### src/sv/cfb_pkg.sv
package cfb_pkg;

  localparam int MAX_DATA = 33;

  localparam int BYTE_W = 8;
  localparam int LEN_W  = 6;
  localparam int PC_W   = 4;

  localparam logic [BYTE_W-1:0] HDR_A = 8'h55;
  localparam logic [BYTE_W-1:0] HDR_B = 8'hAA;
  localparam logic [BYTE_W-1:0] TRL_A = 8'hF0;
  localparam logic [BYTE_W-1:0] TRL_B = 8'h0F;
  localparam logic [BYTE_W-1:0] FILL  = 8'h00;

  typedef enum logic {
    OP_START = 1'b0,
    OP_DATA  = 1'b1
  } opcode_t;

  typedef logic [PC_W-1:0] pc_t;

  localparam pc_t PC_START = 4'd0;
  localparam pc_t PC_FILL  = 4'd7;
  localparam pc_t PC_CLOSE = 4'd8;
  localparam pc_t PC_OPEN  = 4'd11;
  localparam pc_t PC_DATA  = 4'd12;

  typedef enum logic [3:0] {
    SRC_HDR_A,
    SRC_HDR_B,
    SRC_RW,
    SRC_MCMD,
    SRC_SCMD,
    SRC_LEN,
    SRC_FILL,
    SRC_DATA,
    SRC_CHECK,
    SRC_TRL_A,
    SRC_TRL_B
  } src_t;

  typedef enum logic [1:0] {
    COND_NONE,
    COND_WRITE_OPEN,
    COND_FILL_DONE,
    COND_CLOSE_NOW
  } cond_t;

  typedef enum logic [1:0] {
    ACT_NONE,
    ACT_DEC,
    ACT_SET_OPEN,
    ACT_CLOSE
  } act_t;

  typedef enum logic [1:0] {
    NX_INC,
    NX_STAY,
    NX_DONE
  } nx_t;

  typedef struct packed {
    logic  emit;
    src_t  src;
    logic  last;
    act_t  act;
    cond_t cond;
    pc_t   target;
    nx_t   nx;
  } ucode_t;

  typedef struct packed {
    logic write_open;
    logic fill_done;
    logic close_now;
  } flags_t;

  function automatic ucode_t uc(logic emit, src_t src, logic last, act_t act,
                                cond_t cond, pc_t target, nx_t nx);
    ucode_t w;
    w.emit   = emit;
    w.src    = src;
    w.last   = last;
    w.act    = act;
    w.cond   = cond;
    w.target = target;
    w.nx     = nx;
    return w;
  endfunction

  // control store
  function automatic ucode_t ucode_rom(pc_t pc);
    ucode_t w;
    unique case (pc)
      4'd0:    w = uc(1'b1, SRC_HDR_A, 1'b0, ACT_NONE, COND_NONE, PC_START, NX_INC);
      4'd1:    w = uc(1'b1, SRC_HDR_B, 1'b0, ACT_NONE, COND_NONE, PC_START, NX_INC);
      4'd2:    w = uc(1'b1, SRC_RW, 1'b0, ACT_NONE, COND_NONE, PC_START, NX_INC);
      4'd3:    w = uc(1'b1, SRC_MCMD, 1'b0, ACT_NONE, COND_NONE, PC_START, NX_INC);
      4'd4:    w = uc(1'b1, SRC_SCMD, 1'b0, ACT_NONE, COND_NONE, PC_START, NX_INC);
      4'd5:    w = uc(1'b1, SRC_LEN, 1'b0, ACT_NONE, COND_NONE, PC_START, NX_INC);
      4'd6:    w = uc(1'b0, SRC_FILL, 1'b0, ACT_NONE, COND_WRITE_OPEN, PC_OPEN, NX_INC);
      4'd7:    w = uc(1'b1, SRC_FILL, 1'b0, ACT_DEC, COND_FILL_DONE, PC_CLOSE, NX_STAY);
      4'd8:    w = uc(1'b1, SRC_CHECK, 1'b0, ACT_NONE, COND_NONE, PC_START, NX_INC);
      4'd9:    w = uc(1'b1, SRC_TRL_A, 1'b0, ACT_NONE, COND_NONE, PC_START, NX_INC);
      4'd10:   w = uc(1'b1, SRC_TRL_B, 1'b1, ACT_CLOSE, COND_NONE, PC_START, NX_DONE);
      4'd11:   w = uc(1'b0, SRC_FILL, 1'b0, ACT_SET_OPEN, COND_NONE, PC_START, NX_DONE);
      4'd12:   w = uc(1'b1, SRC_DATA, 1'b0, ACT_DEC, COND_NONE, PC_START, NX_INC);
      4'd13:   w = uc(1'b0, SRC_FILL, 1'b0, ACT_NONE, COND_CLOSE_NOW, PC_CLOSE, NX_DONE);
      default: w = uc(1'b0, SRC_FILL, 1'b0, ACT_NONE, COND_NONE, PC_START, NX_DONE);
    endcase
    return w;
  endfunction

endpackage

### src/sv/cfb_sequencer.sv
module cfb_sequencer
  import cfb_pkg::*;
(
  input  logic   clk,
  input  logic   rst_n,
  input  logic   launch,
  input  pc_t    entry,
  input  flags_t flags,
  input  logic   out_free,
  output logic   busy,
  output logic   fire,
  output ucode_t word
);

  logic busy_r, busy_nxt;
  pc_t  pc_r, pc_nxt;
  logic cond_hit;

  assign word = ucode_rom(pc_r);
  assign busy = busy_r;

  always_comb begin
    unique case (word.cond)
      COND_NONE:       cond_hit = 1'b0;
      COND_WRITE_OPEN: cond_hit = flags.write_open;
      COND_FILL_DONE:  cond_hit = flags.fill_done;
      COND_CLOSE_NOW:  cond_hit = flags.close_now;
      default:         cond_hit = 1'b0;
    endcase
  end

  assign fire = busy_r && !cond_hit && (!word.emit || out_free);

  always_comb begin
    busy_nxt = busy_r;
    pc_nxt   = pc_r;
    if (launch) begin
      busy_nxt = 1'b1;
      pc_nxt   = entry;
    end else if (busy_r && cond_hit) begin
      pc_nxt = word.target;
    end else if (fire) begin
      unique case (word.nx)
        NX_INC:  pc_nxt = pc_r + 1'b1;
        NX_STAY: pc_nxt = pc_r;
        NX_DONE: busy_nxt = 1'b0;
        default: busy_nxt = 1'b0;
      endcase
    end
  end

  always_ff @(posedge clk) begin
    if (!rst_n) begin
      busy_r <= 1'b0;
      pc_r   <= PC_START;
    end else begin
      busy_r <= busy_nxt;
      pc_r   <= pc_nxt;
    end
  end

endmodule

### src/sv/command_frame_builder.sv
// Command frame builder. A start transfer (opcode 0) sends the header 55 AA, rw flag,
// main command, sub command and length; a read frame (rw flag zero) follows with that many
// zero bytes, then checksum, F0 and 0F. A write frame with nonzero length stays open and
// each data transfer (opcode 1) sends its byte, the last one also checksum and trailer.
// The checksum makes all frame bytes sum to zero mod 256. Starts with a length above
// MAX_DATA and data while no frame is open are taken and dropped. out_frame_end marks the
// final 0F. Items are taken one at a time: a microcoded sequencer sends the bytes through
// the output register, holding while the output is stalled, and after a transfer in_stall
// stays high until the sequencer has finished the write start, read start, data byte or
// data byte that closes the frame, also through any output stall.
module command_frame_builder
  import cfb_pkg::*;
(
  input  logic              clk,
  input  logic              rst_n,
  input  logic              in_valid,
  output logic              in_stall,
  input  logic              in_opcode,
  input  logic [BYTE_W-1:0] in_rw_flag,
  input  logic [BYTE_W-1:0] in_main_command,
  input  logic [BYTE_W-1:0] in_sub_command,
  input  logic [LEN_W-1:0]  in_payload_length,
  input  logic [BYTE_W-1:0] in_payload_byte,
  output logic              out_valid,
  input  logic              out_stall,
  output logic [BYTE_W-1:0] out_byte,
  output logic              out_frame_end
);

  logic              busy, fire, launch, accept, out_free;
  pc_t               entry;
  ucode_t            word;
  flags_t            flags;
  logic [BYTE_W-1:0] sel_byte;

  logic [BYTE_W-1:0] rw_r, mcmd_r, scmd_r, data_r;
  logic [LEN_W-1:0]  len_r;
  logic              open_r, open_nxt;
  logic [LEN_W-1:0]  left_r, left_nxt;
  logic [BYTE_W-1:0] sum_r, sum_nxt;
  logic              out_valid_r, out_valid_nxt;
  logic [BYTE_W-1:0] out_byte_r;
  logic              out_end_r;

  assign accept   = in_valid && !busy;
  assign in_stall = busy;
  assign out_free = !out_valid_r || !out_stall;

  always_comb begin
    launch = 1'b0;
    entry  = PC_START;
    if (accept) begin
      if (in_opcode == OP_START) begin
        launch = (32'(in_payload_length) <= MAX_DATA);
      end else begin
        launch = open_r && (left_r != '0);
        entry  = PC_DATA;
      end
    end
  end

  assign flags.write_open = (rw_r != '0) && (len_r != '0);
  assign flags.fill_done  = (rw_r != '0) || (left_r == '0);
  assign flags.close_now  = (left_r == '0);

  cfb_sequencer u_seq (
    .clk      (clk),
    .rst_n    (rst_n),
    .launch   (launch),
    .entry    (entry),
    .flags    (flags),
    .out_free (out_free),
    .busy     (busy),
    .fire     (fire),
    .word     (word)
  );

  always_comb begin
    case (word.src)
      SRC_HDR_A: sel_byte = HDR_A;
      SRC_HDR_B: sel_byte = HDR_B;
      SRC_RW:    sel_byte = rw_r;
      SRC_MCMD:  sel_byte = mcmd_r;
      SRC_SCMD:  sel_byte = scmd_r;
      SRC_LEN:   sel_byte = BYTE_W'(len_r);
      SRC_DATA:  sel_byte = data_r;
      // checksum over the bytes so far plus both trailer bytes
      SRC_CHECK: sel_byte = BYTE_W'(0) - (sum_r + TRL_A + TRL_B);
      SRC_TRL_A: sel_byte = TRL_A;
      SRC_TRL_B: sel_byte = TRL_B;
      default:   sel_byte = FILL;
    endcase
  end

  always_comb begin
    open_nxt      = open_r;
    left_nxt      = left_r;
    sum_nxt       = sum_r;
    out_valid_nxt = out_valid_r && out_stall;
    if (launch && (in_opcode == OP_START)) begin
      open_nxt = 1'b0;
      left_nxt = in_payload_length;
      sum_nxt  = '0;
    end else if (fire) begin
      if (word.emit) begin
        sum_nxt       = sum_r + sel_byte;
        out_valid_nxt = 1'b1;
      end
      case (word.act)
        ACT_DEC:      left_nxt = left_r - 1'b1;
        ACT_SET_OPEN: open_nxt = 1'b1;
        ACT_CLOSE: begin
          open_nxt = 1'b0;
          left_nxt = '0;
          sum_nxt  = '0;
        end
        default: ;
      endcase
    end
  end

  always_ff @(posedge clk) begin
    if (!rst_n) begin
      open_r      <= 1'b0;
      left_r      <= '0;
      sum_r       <= '0;
      out_valid_r <= 1'b0;
    end else begin
      open_r      <= open_nxt;
      left_r      <= left_nxt;
      sum_r       <= sum_nxt;
      out_valid_r <= out_valid_nxt;
    end
  end

  always_ff @(posedge clk) begin
    if (accept) begin
      rw_r   <= in_rw_flag;
      mcmd_r <= in_main_command;
      scmd_r <= in_sub_command;
      len_r  <= in_payload_length;
      data_r <= in_payload_byte;
    end
    if (fire && word.emit) begin
      out_byte_r <= sel_byte;
      out_end_r  <= word.last;
    end
  end

  assign out_valid     = out_valid_r;
  assign out_byte      = out_byte_r;
  assign out_frame_end = out_end_r;

endmodule

### config.mk
export PLATFORM = sky130hd
export DESIGN_NAME = command_frame_builder
export DESIGN_NICKNAME = d
export VERILOG_FILES = /design/src/sv/cfb_pkg.sv /design/src/sv/cfb_sequencer.sv /design/src/sv/command_frame_builder.sv
export SDC_FILE = /design/constraint.sdc
export NUM_CORES = 1
export LEC_CHECK = 0
export ABC_AREA = 1
export BUFFER_PORTS_ARGS = -buffer_cell sky130_fd_sc_hd__buf_4
export CAP_MARGIN = 10
export CORE_ASPECT_RATIO = 0.6
export CORE_UTILIZATION = 57
export CTS_CLUSTER_SIZE = 16
export DETAILED_ROUTE_END_ITERATION = 10
export GPL_ROUTABILITY_DRIVEN = 0
export PLACE_DENSITY_LB_ADDON = 0.08
export SLEW_MARGIN = 10
export SYNTH_ARGS = -nofsm -noshare
export SYNTH_HDL_FRONTEND = slang
export SYNTH_SLANG_ARGS = --single-unit
### constraint.sdc
create_clock -name clk -period 4.15 [get_ports clk]
set_input_delay 0.415 -clock clk [delete_from_list [all_inputs] [get_ports clk]]
set_output_delay 0.415 -clock clk [all_outputs]
set_load 0.005 [all_outputs]
==> impl_summary.md <==
Placed design
The HPWL after detailed placement is 6920 µm. The worst slack at placement is 1.23 ns. The number of input and output port buffers inserted is 53.

In this run the cell area measured after placement is 0.00443 mm².

Critical path
The class of the most critical setup path is flop to flop. STA classifies the critical path endpoint as a flop. The startpoint identified for the worst register-to-register timing path is u_seq.word[13]. The data arrival time of the critical path is 3.23 ns.

The startpoint type of the worst setup path is a flop. In this run the worst path has a maximum fanout of 8. Across all register-to-register paths, the minimum setup slack is 1.14 ns. STA puts the critical path data required time at 4.36 ns. In this run the critical register-to-register path is captured at sum_r[6]. Measured in cells, the most critical reg-to-reg path has a length of 17.

Final layout
Cells with a size suffix above 1 make up 22.9% of the layout. Summing all non-filler instances in the final layout gives an area of 0.00475 mm². The count of nets after finishing is 539. After filler insertion, the fill cell instance count of the layout stands at 520. Leaving out fill and tap cells, the most frequent cell in the layout is sky130_fd_sc_hd__nand2_1. The top cell types in the final layout, fill and taps aside, are sky130_fd_sc_hd__nand2_1 (80), sky130_fd_sc_hd__buf_4 (55), sky130_fd_sc_hd__inv_1 (50). The number of antenna cells inserted is 0. From synthesis to final layout, the design area changed by 20.9%.

Timing
Setup violations remaining at the end of the flow were counted as 0. For the pin with the worst max-slew slack, the measured transition is 0.858 ns. Setup repair after global routing left no endpoint under its margin. The final cycle utilization of the critical path is 72.6%. The worst path meets setup with 1.14 ns of slack. The number of max-slew violations in the final report is 0. The clock period minus final worst setup slack is 3.01 ns. Static timing analysis puts the maximum clock frequency at 332 MHz. The number of hold violations in the final report is 0. Summed over all failing endpoints, the final setup total negative slack is 0 ns.

On the final layout, the worst clock skew is 0.00735 ns. The relative max-transition margin is 42.4%.

Clock network
The number of gates resized after CTS was 0. Post-CTS timing repair inserted 0 buffers for setup. The number of hold-repair buffers added at the cts stage is 0.

The source-to-sink clock delay at the later pin of the worst-skew pair is 0.34 ns. The H-tree depth reported by CTS is 3. The cell sitting at the root of the clock tree is a sky130_fd_sc_hd__clkbuf_16.

After clock tree synthesis, the clock-pin slew on the worst setup and hold paths is 0.06 ns. Clock tree synthesis inserted a total of 9 buffers. Counting along the longest clock path gives a buffer depth of 2. The CTS tree is built. The number of sinks on the clock net is 82.

GRT
The first global-routing pass estimated 14,500 µm of wire. Across every metal layer, demand over resource in global routing totals 27.9%. Entering global routing, the biggest net connects 40 pins.

The via count of the first global-routing pass is 2,963. The number of antenna violations at the first check in global routing is 0. The total global routing overflow is 0.

Pwr
Power spread over the standard cell area amounts to 476 mW/mm². The total internal power is 1.63 mW. For this design the static power due to leakage is 2.08 nW.

The combinational power share is 19.6%. The design draws 2.26 mW. The power dissipated by switching net loads is 0.632 mW. The worst voltage drop across the vdd grid is 0.337 mV. The share of total power dissipated in the clock network is 37.5%. The sequential group share of total power is 42.9%. The switching part of the total power is 27.9%.

Yosys
The dominant register cell in the synthesized netlist is sky130_fd_sc_hd__edfxtp_1. Of the synthesized area, sequential elements account for 53.7%. The net count after synthesis is 477. The fraction of registers with async set/reset is 0%. The number of distinct standard cells referenced by the synthesized netlist is 40. The warning count from the yosys run is 0. The number of instances in the synthesized netlist is 423. The flip-flop and latch count after synthesis is 82. The synthesized design contains 47 enable-type register cells. The area of the mapped netlist is 0.00393 mm². The average instance in the mapped netlist occupies 9.29 µm².

Hold path
The worst hold path belongs to the class input pin to flop. For hold timing, the worst endpoint is scmd_r[5]. The number of cells on the worst hold path is 1. In this run the most critical hold path is launched from in_sub_command[5].

Detailed routing
The detailed router finished its first iteration with 327 violations. The per-cell via count in the routed design is 5.65. In the final routed layout, each cell accounts on average for 16.0 µm. Once detail routing completed, the nets flagged for antenna violations numbered 0. The final route contains 3,258 vias. The number of iterations in the first detailed-routing pass is 5. After detailed routing, the number of remaining DRC violations is 0. The wire length after detailed routing is 9230 µm.

Die
The core region is 0.00668 mm². The starting density of the core is 58.9%. The I/O pin total is 54. In this run the vertical extent of the chip is 66.3 µm. The die covers 0.00724 mm². The die width is 109 µm. The number of rows created at floorplan is 23.

Run
The total of max-cap violations is 0.

Run status
The flow ran to the end, and the final reports show no timing, DRC or antenna violations.
[worst max path at each step]
stage / start / end / slack, ns / cells after the start
2_1_floorplan: in_valid / u_seq.word[15] / 0.80 / 11
3_3_place_gp: u_seq.word[11] / sum_r[6] / 1.30 / 17
3_5_place_dp: u_seq.word[11] / sum_r[6] / 1.23 / 17
4_1_cts: u_seq.word[13] / sum_r[6] / 1.21 / 17
5_1_grt: u_seq.word[13] / sum_r[6] / 0.90 / 17
6_report: u_seq.word[13] / sum_r[6] / 1.14 / 17
[Yosys cell counts, drive strengths merged (3+ instances only)]
cell	count	area share, %
nand2	89	9.1
inv	57	5.5
edfxtp	47	36
nor2	44	5.5
dfxtp	35	18
a21oi	30	3.8
nand3	27	4.4
o21ai	21	2.7
ha	10	3.2
nand4	9	1.6
a31oi	8	1.3
nor3	6	0.89
or2	6	0.95
xor2	6	1.3
a22o	5	1.1
a211oi	4	0.76
a221oi	4	0.89
buf	3	0.60
o2111ai	3	0.67
[layout make-up]
class | instances | area, µm² | area share, %
clock buffer | 10 | 229 | 4.82
clock inverter | 6 | 91.3 | 1.92
inverter | 57 | 216 | 4.55
multi-input combinational | 280 | 1580 | 33.3
sequential | 82 | 2110 | 44.4
tap | 87 | 109 | 2.29
timing repair buffer | 55 | 413 | 8.69
[layer usage]
layer | wire length [µm] | share of wire, % | vias up | global-route usage, %
met4 | 167 | 1.8 | 0 | 10.2
li1 | - | - | 1574 | -
met3 | 986 | 11 | 15 | 8.57
met5 | 0 | 0 | - | 0
met1 | 4300 | 47 | 1511 | 40.5
met2 | 3770 | 41 | 158 | 38.6
[kinds of logic (layout without fill, tap and decap cells)]
group,after synthesis,count (layout),share of synthesized area [%]
XOR/XNOR,6,6,1.34
adder cells (fa/ha/maj),11,11,3.69
AND/OR/NAND/NOR,182,182,22.6
AO/OA/AOI/OAI,81,81,12.5
flip-flops,82,82,53.7
buffers and inverters,61,128,6.21
[power by group through the flow]
stage	logic (mW)	registers [mW]	clock network [mW]
6_report	0.444	0.972	0.848
3_3_place_gp	0.420	0.986	0
5_1_grt	0.491	0.977	0.890
4_1_cts	0.436	0.971	0.857
2_1_floorplan	0.305	0.977	0
3_5_place_dp	0.433	0.987	0
[registers in the layout (all words and copies together) (netlist names)]
register and flops:
u_seq.word 14, data_r 8, mcmd_r 8, out_byte 8
rw_r 8, scmd_r 8, sum_r 8, left_r 6
len_r 6, u_seq.pc_r 4, open_r 1, out_frame_end 1
out_valid 1, u_seq.busy 1
[worst max-delay path: stages, from the launching register on]
cell,delay [ns]
sky130_fd_sc_hd__dfxtp_1,0.38
sky130_fd_sc_hd__inv_1,0.07
sky130_fd_sc_hd__nand2_1,0.14
sky130_fd_sc_hd__nor2_2,0.12
sky130_fd_sc_hd__a22o_1,0.22
sky130_fd_sc_hd__a21oi_1,0.24
sky130_fd_sc_hd__o2111ai_1,0.20
sky130_fd_sc_hd__ha_1,0.26
sky130_fd_sc_hd__fa_1,0.41
sky130_fd_sc_hd__a21oi_1,0.14
sky130_fd_sc_hd__o21ai_0,0.10
sky130_fd_sc_hd__nand2_1,0.09
sky130_fd_sc_hd__nand2_1,0.05
sky130_fd_sc_hd__a21oi_1,0.15
sky130_fd_sc_hd__xor2_1,0.16
sky130_fd_sc_hd__inv_1,0.05
sky130_fd_sc_hd__nand2_1,0.05
sky130_fd_sc_hd__a21oi_1,0.05
[per-stage QoR]
step	cells	util, %	hold slack [ns]
after floorplan	423	-	0.386
after CTS	577	71.2	0.240
after global placement	561	66.4	0.387
after detailed placement	561	66.4	0.394
after global routing	577	71.2	0.234
final	577	71.2	0.246
(Power assumes the default switching activity.)
